<file path="config.mk">
export PLATFORM = sky130hd
export DESIGN_NAME = wto_ctrl
export DESIGN_NICKNAME = d
export VERILOG_FILES = /design/src/hw/rtl/wto_pkg.sv /design/src/hw/rtl/wto_ctrl.sv
export SDC_FILE = /design/constraint.sdc
export NUM_CORES = 1
export LEC_CHECK = 0
export BUFFER_PORTS_ARGS = -buffer_cell sky130_fd_sc_hd__buf_2
export CAP_MARGIN = 10
export CORE_AREA = 4 4 41 43
export CTS_CLUSTER_SIZE = 28
export DETAILED_ROUTE_END_ITERATION = 6
export DIE_AREA = 0 0 45 47
export PLACE_DENSITY = 0.41
export SLEW_MARGIN = 20
export SYNTH_ARGS = -nofsm -noshare
export SYNTH_HDL_FRONTEND = slang
export SYNTH_SLANG_ARGS = --single-unit
export TNS_END_PERCENT = 20
</file>
<file path="constraint.sdc">
create_clock -name clk_i -period 4.1 [get_ports clk_i]
set_input_delay 1.025 -clock clk_i [delete_from_list [all_inputs] [get_ports clk_i]]
set_output_delay 1.025 -clock clk_i [all_outputs]
set_load 0.02 [all_outputs]
</file>
<file path="src/hw/rtl/wto_pkg.sv">
`timescale 1ns / 1ps
// ----------------------------------------------------------------------------
// wto_pkg
// Shared types and constants of the wavetable oscillator.
// ----------------------------------------------------------------------------
package wto_pkg;

  localparam int TABLE_SIZE  = 4096;
  localparam int TABLE_COUNT = 128;
  localparam int MAP_DEPTH   = 32768;
  localparam int SAMPLE_BITS = 16;

  localparam int FRAC_BITS   = 20;
  localparam int POS_W       = $clog2(TABLE_SIZE);
  localparam int TNUM_W      = $clog2(TABLE_COUNT);
  localparam int KEY_W       = $clog2(MAP_DEPTH);
  localparam int TABLE_DEPTH = TABLE_SIZE * TABLE_COUNT;
  localparam int TADDR_W     = TNUM_W + POS_W;
  localparam int PHASE_W     = POS_W + FRAC_BITS;
  localparam int INC_W       = 31;
  localparam int VOL_W       = 16;

  // interpolation and gain product widths
  localparam int DIFF_W  = SAMPLE_BITS + 1;
  localparam int PROD1_W = SAMPLE_BITS + FRAC_BITS + 1;
  localparam int PROD2_W = PROD1_W + VOL_W;
  localparam int RND_W   = PROD2_W + 1;
  localparam int SHIFT   = FRAC_BITS + VOL_W;
  localparam int RES_W   = RND_W - SHIFT;

  localparam logic signed [RES_W-1:0] SAT_HI = RES_W'((1 << (SAMPLE_BITS - 1)) - 1);
  localparam logic signed [RES_W-1:0] SAT_LO = -RES_W'(1 << (SAMPLE_BITS - 1));

  typedef enum logic [1:0] {
    MODE_TICK      = 2'd0,
    MODE_NOTE_ON   = 2'd1,
    MODE_LOAD_WORD = 2'd2,
    MODE_LOAD_MAP  = 2'd3
  } mode_e;

  typedef enum logic [2:0] {
    ST_IDLE = 3'd0,
    ST_MUL1 = 3'd1,
    ST_MUL2 = 3'd2,
    ST_FIN  = 3'd3,
    ST_MAP  = 3'd4
  } state_e;

  localparam logic [2:0] REG_VOLUME = 3'd0;

  typedef struct packed {
    logic tick_rd;   // read both table neighbors
    logic note_on;   // load increment, clear phase, read map
    logic ld_word;   // write table store
    logic ld_map;    // write frequency map
    logic mul1;      // slope times fraction
    logic mul2;      // sum times gain
    logic fin;       // round, saturate, load output word, step phase
    logic map_sel;   // take table number from map read
  } cmd_t;

  typedef struct packed {
    logic out_free;  // output register can take a word this cycle
  } status_t;

endpackage

</file>
<file path="src/hw/rtl/wto_ctrl.sv">
`timescale 1ns / 1ps
// ----------------------------------------------------------------------------
// wto_ctrl
// Sequencer of the oscillator: decodes input words, steps the datapath.
// ----------------------------------------------------------------------------
module wto_ctrl (
  input  logic              clk_i,
  input  logic              rst_ni,
  input  logic              in_valid_i,
  output logic              in_ready_o,
  input  logic [1:0]        mode_i,
  input  wto_pkg::status_t  status_i,
  output wto_pkg::cmd_t     cmd_o
);

  wto_pkg::state_e state_q, state_d;
  wto_pkg::mode_e  mode;
  logic            accept;

  assign mode   = wto_pkg::mode_e'(mode_i);
  assign accept = in_valid_i && (state_q == wto_pkg::ST_IDLE);

  always_ff @(posedge clk_i or negedge rst_ni) begin
    if (!rst_ni) begin
      state_q <= wto_pkg::ST_IDLE;
    end else begin
      state_q <= state_d;
    end
  end

  always_comb begin
    state_d = state_q;
    unique case (state_q)
      wto_pkg::ST_IDLE: begin
        if (in_valid_i) begin
          unique case (mode)
            wto_pkg::MODE_TICK:    state_d = wto_pkg::ST_MUL1;
            wto_pkg::MODE_NOTE_ON: state_d = wto_pkg::ST_MAP;
            wto_pkg::MODE_LOAD_WORD,
            wto_pkg::MODE_LOAD_MAP: state_d = wto_pkg::ST_IDLE;
          endcase
        end
      end
      wto_pkg::ST_MUL1: state_d = wto_pkg::ST_MUL2;
      wto_pkg::ST_MUL2: state_d = wto_pkg::ST_FIN;
      wto_pkg::ST_FIN: begin
        if (status_i.out_free) begin
          state_d = wto_pkg::ST_IDLE;
        end
      end
      wto_pkg::ST_MAP:  state_d = wto_pkg::ST_IDLE;
      default:          state_d = wto_pkg::ST_IDLE;
    endcase
  end

  always_comb begin
    cmd_o         = '0;
    in_ready_o    = (state_q == wto_pkg::ST_IDLE);
    cmd_o.tick_rd = accept && (mode == wto_pkg::MODE_TICK);
    cmd_o.note_on = accept && (mode == wto_pkg::MODE_NOTE_ON);
    cmd_o.ld_word = accept && (mode == wto_pkg::MODE_LOAD_WORD);
    cmd_o.ld_map  = accept && (mode == wto_pkg::MODE_LOAD_MAP);
    cmd_o.mul1    = (state_q == wto_pkg::ST_MUL1);
    cmd_o.mul2    = (state_q == wto_pkg::ST_MUL2);
    cmd_o.fin     = (state_q == wto_pkg::ST_FIN) && status_i.out_free;
    cmd_o.map_sel = (state_q == wto_pkg::ST_MAP);
  end

endmodule

</file>
# After elaboration in Yosys (flattened, before gate mapping)
# Cells that the tools add are included.
# totals
register_bits	3
latchBits	0
mem_bits_rw	0
romBits	0
out_inout_bits	9
word_cells	24
mem_count	0
# op_classes
add_sub_neg	0
mul	0
div_mod_pow	0
magnitude_cmp	0
n_eq_ne	9
n_shift	0
n_mux	4
n_bitwise	0
n_reduce_logical	10
# ops
op	count
3-bit case mux with 4 select lines	1
3-bit case mux with 3 select lines	1
3-bit by 2-bit == test with 1-bit output, second input constant	2
1-bit logical AND	6
3-bit two-way mux	2
2-bit == test, second input constant	2
2-bit inequality test, second input constant	2
3-bit by 1-bit == test with 1-bit output, second input constant	1
3-bit == test, second input constant	1
3-bit logical NOT	1
2-bit by 1-bit == test with 1-bit output, second input constant	1
2-bit logical NOT	1
2-bit AND reduction	1
2-bit OR reduction	1

# Longest topological paths before layout
# logic_depth
depth_word	5
mapped_depth	3
depth_no_buf	2

# Worst setup path before layout
# Ideal clock, no wire load.
# synth_timing
path_kind	input-to-output
start	in in_valid_i
end	out cmd_o[6] (netlist name)
arrival_time_ns	2.046
required_time_ns	3.075
slack_ns	1.029
path_stages	2
path_buffers	0
path_cell_list	or4b_4 -> nor3b_1
# synth_rtl
item	line_no	text
start, declared	wto_ctrl.sv:9	input logic in_valid_i,
end, declared	wto_ctrl.sv:13	output wto_pkg::cmd_t cmd_o

==> qor.json <==
{
  "detailed_routing": {
    "met3WireLength_um": 30,
    "route.detailed.wl_per_inst_um": 10.8,
    "drc": 0,
    "routed_wl_um": 575,
    "detailedRoute.firstPassIterationCount": 2,
    "route.vias.total": 231,
    "drt.antenna.violating_nets": 0,
    "drt-met1-wl_um": 224,
    "route.detailed.vias_per_inst": 4.36,
    "highest-signal-layer": "met3",
    "drt-initial-drc-count": 2,
    "dr_wl_met2_um": 321
  },
  "sta": {
    "layout_worst_path_cycle_share": 0.733,
    "final_hold_viol_count": 0,
    "fin_setup_tns_ns": 0,
    "final_skew_ns": 0.000448,
    "fmax_mhz": 333,
    "rsz0062_at_grt": "false",
    "final.min_clock_period_ns": 3.01,
    "final_report_max_slew_violation_count": 0,
    "timing.final.setup_violations": 0,
    "maxSlewHeadroom": 0.825,
    "worst_slew_pin_slew_ns": 0.263,
    "final.hold.worst_slack_ns": 0.568
  },
  "cells_and_area": {
    "syn2layout_area_growth_pct": 47.7,
    "area_occupied_by_multi_input_gates_um2": 131,
    "seq_area_um2": 75.1,
    "diodes": 0,
    "design.final.nets": 45,
    "commonest_cells_after_routing_fill_and_taps_aside": "sky130_fd_sc_hd__buf_2 (14), sky130_fd_sc_hd__nor3b_1 (5), sky130_fd_sc_hd__clkbuf_4 (3), sky130_fd_sc_hd__dfrtp_1 (3), sky130_fd_sc_hd__nor3_1 (2)",
    "final_common_cell": "sky130_fd_sc_hd__buf_2",
    "largest_reg_flops": 3,
    "fillerInstances": 156,
    "top_regs": "state_q: 3 flops",
    "largest_register": "state_q",
    "final_core_util": 0.247,
    "drive_gt1_frac": 0.553
  },
  "yosys": {
    "ys.warnings.count": 0,
    "post_synth_adder_cell_area": 0,
    "postSynthCellCount": 21,
    "synth-compound-area-share": 0.132,
    "post_synth_and_or_nand_nor_area_fraction": 0.471,
    "ys_types": 14,
    "synth.avg_cell_area_um2": 10.4,
    "ys_ff_latch": 3,
    "synthesis.area_um2": 218,
    "yosysSeqAreaShare": 0.345,
    "syn_nets": 27,
    "post_synth_xor_area_fraction": 0,
    "synth_top_family_by_area": "simple AND/OR/NAND/NOR gates",
    "muxShareOfSynthArea": 0
  },
  "grt": {
    "grt_start_max_net_pins": 11,
    "grt_first_pass_wirelength_um": 924,
    "grt_pass1_vias": 252,
    "global_route_usage_over_all_layers": 0.0626,
    "antenna_violations_before_repair": 0,
    "globalRouteOverflowTotal": 0
  },
  "outcome": {
    "status": "finished, final reports clean"
  },
  "place": {
    "detailed_place_hpwl_um": 461,
    "place_congestion": 0.665,
    "port_buffer_count": 14
  },
  "clock_network": {
    "number_of_buffers_added_for_setup_after_cts": 0,
    "clock_sinks": 3,
    "cts-root-to-sink-buffers": 2,
    "tritoncts": "done",
    "clk_pin_slew_ns": 0.04,
    "cts_hold_buffers": 0,
    "worstSkewPairLatency_ns": 0.23,
    "ctsHtreeMaxLevel": 1,
    "cts_made_buffers": 3,
    "cts_root_buffer": "sky130_fd_sc_hd__clkbuf_4",
    "post_cts.resized_instances": 0
  },
  "power": {
    "final_total_pwr_uw": 196,
    "leakage_uw": 0.000152,
    "power.density_cell_area_nw_per_um2": 610,
    "vdd_ir_drop_max_v": 0.000123
  },
  "setup_path": {
    "critical_path_peak_fanout": 5,
    "arrival_ns": 1.98,
    "worstRegToRegCells": 2,
    "start_kind": "input port",
    "criticalPathCategory": "in2out",
    "worstReg2RegEnd": "state_q[2]$_DFFE_PN0P_",
    "cp-end-kind": "output port",
    "setup.reg_to_reg.worst_slack_ns": 2.74,
    "rr_startpoint": "state_q[2]$_DFFE_PN0P_",
    "timing.critical_path.required_ns": 3.07
  },
  "worst_hold_path": {
    "holdCritStartpoint": "state_q[2]$_DFFE_PN0P_",
    "holdPathStages": 1,
    "holdCritPathClass": "reg2reg",
    "worst_hold_path_ep": "state_q[0]$_DFFE_PN0P_"
  },
  "die": {
    "die_h_um": 47,
    "io_pins": 15,
    "initial_utilization": 0.167,
    "full_die_area_um2": 2120,
    "rows": 13,
    "core_area_um2": 1300,
    "die_w_um": 45
  },
  "run": {
    "timing.max_cap.violations": 0
  }
}
-- cells in the mapped netlist --
cell	number	area [µm²]
sky130_fd_sc_hd__a31oi_1	1	6.26
sky130_fd_sc_hd__nor3_1	2	10.0
sky130_fd_sc_hd__a21bo_2	1	10.0
sky130_fd_sc_hd__a21oi_1	1	5.00
sky130_fd_sc_hd__or4b_4	1	13.8
sky130_fd_sc_hd__nor3b_1	5	37.5
sky130_fd_sc_hd__o21bai_1	1	7.51
sky130_fd_sc_hd__buf_6	1	11.3
sky130_fd_sc_hd__or4b_1	1	10.0
sky130_fd_sc_hd__and4b_2	1	11.3
sky130_fd_sc_hd__nor3b_2	1	12.5
sky130_fd_sc_hd__nand2_1	1	3.75
sky130_fd_sc_hd__dfrtp_1	3	75.1
sky130_fd_sc_hd__nor2_1	1	3.75
-- how the worst max path moves through the flow --
stage	start	end	cells after the start
floorplan	in_valid_i	cmd_o[6]	2
global placement	in_valid_i	cmd_o[6]	4
detailed placement	in_valid_i	cmd_o[6]	4
CTS	in_valid_i	cmd_o[6]	4
global route	in_valid_i	cmd_o[6]	4
finish	in_valid_i	cmd_o[6]	4
-- per-layer routing --
metal | track usage | vias up
met4 | 0.0702 | 0
met2 | 0.107 | 8
met1 | 0.0665 | 108
met5 | 0 | -
met3 | 0 | 0
li1 | - | 115
-- logic make-up (layout without fill, tap and decap cells) --
logic type | after synthesis | count (layout)
buffers and inverters | 1 | 18
AND/OR/NAND/NOR | 13 | 13
flip-flops | 3 | 3
AO/OA/AOI/OAI | 4 | 4
-- power breakdown --
part | total, µW | internal [µW] | leakage (µW) | switching [µW]
clock | 50.8 | 36.4 | 0.0000150 | 14.3
sequential | 62.2 | 39.8 | 0.0000361 | 22.4
combinational | 83.3 | 37.9 | 0.000101 | 45.5
-- critical path: stages --
cell and delay, ns:
sky130_fd_sc_hd__buf_2 0.08, sky130_fd_sc_hd__or4b_4 0.49, sky130_fd_sc_hd__nor3b_1 0.19, sky130_fd_sc_hd__buf_2 0.19
-- final cells by class --
class	instances	share of cell area
multi-input cells	17	0.409
flip-flops and latches	3	0.233
repair buffers	14	0.218
clock buffers	4	0.0817
well taps	15	0.0584
-- through the flow --
| step | worst slack [ns] | area (µm²) | instances |
|---|---|---|---|
| finish | 1.09 | 322 | 53 |
| global route | 1.00 | 322 | 53 |
| CTS | 1.09 | 322 | 53 |
| detailed placement | 1.09 | 295 | 49 |
| global placement | 1.13 | 295 | 49 |
| floorplan | 1.03 | 218 | 21 |
Power figures use the tool's default switching activity.
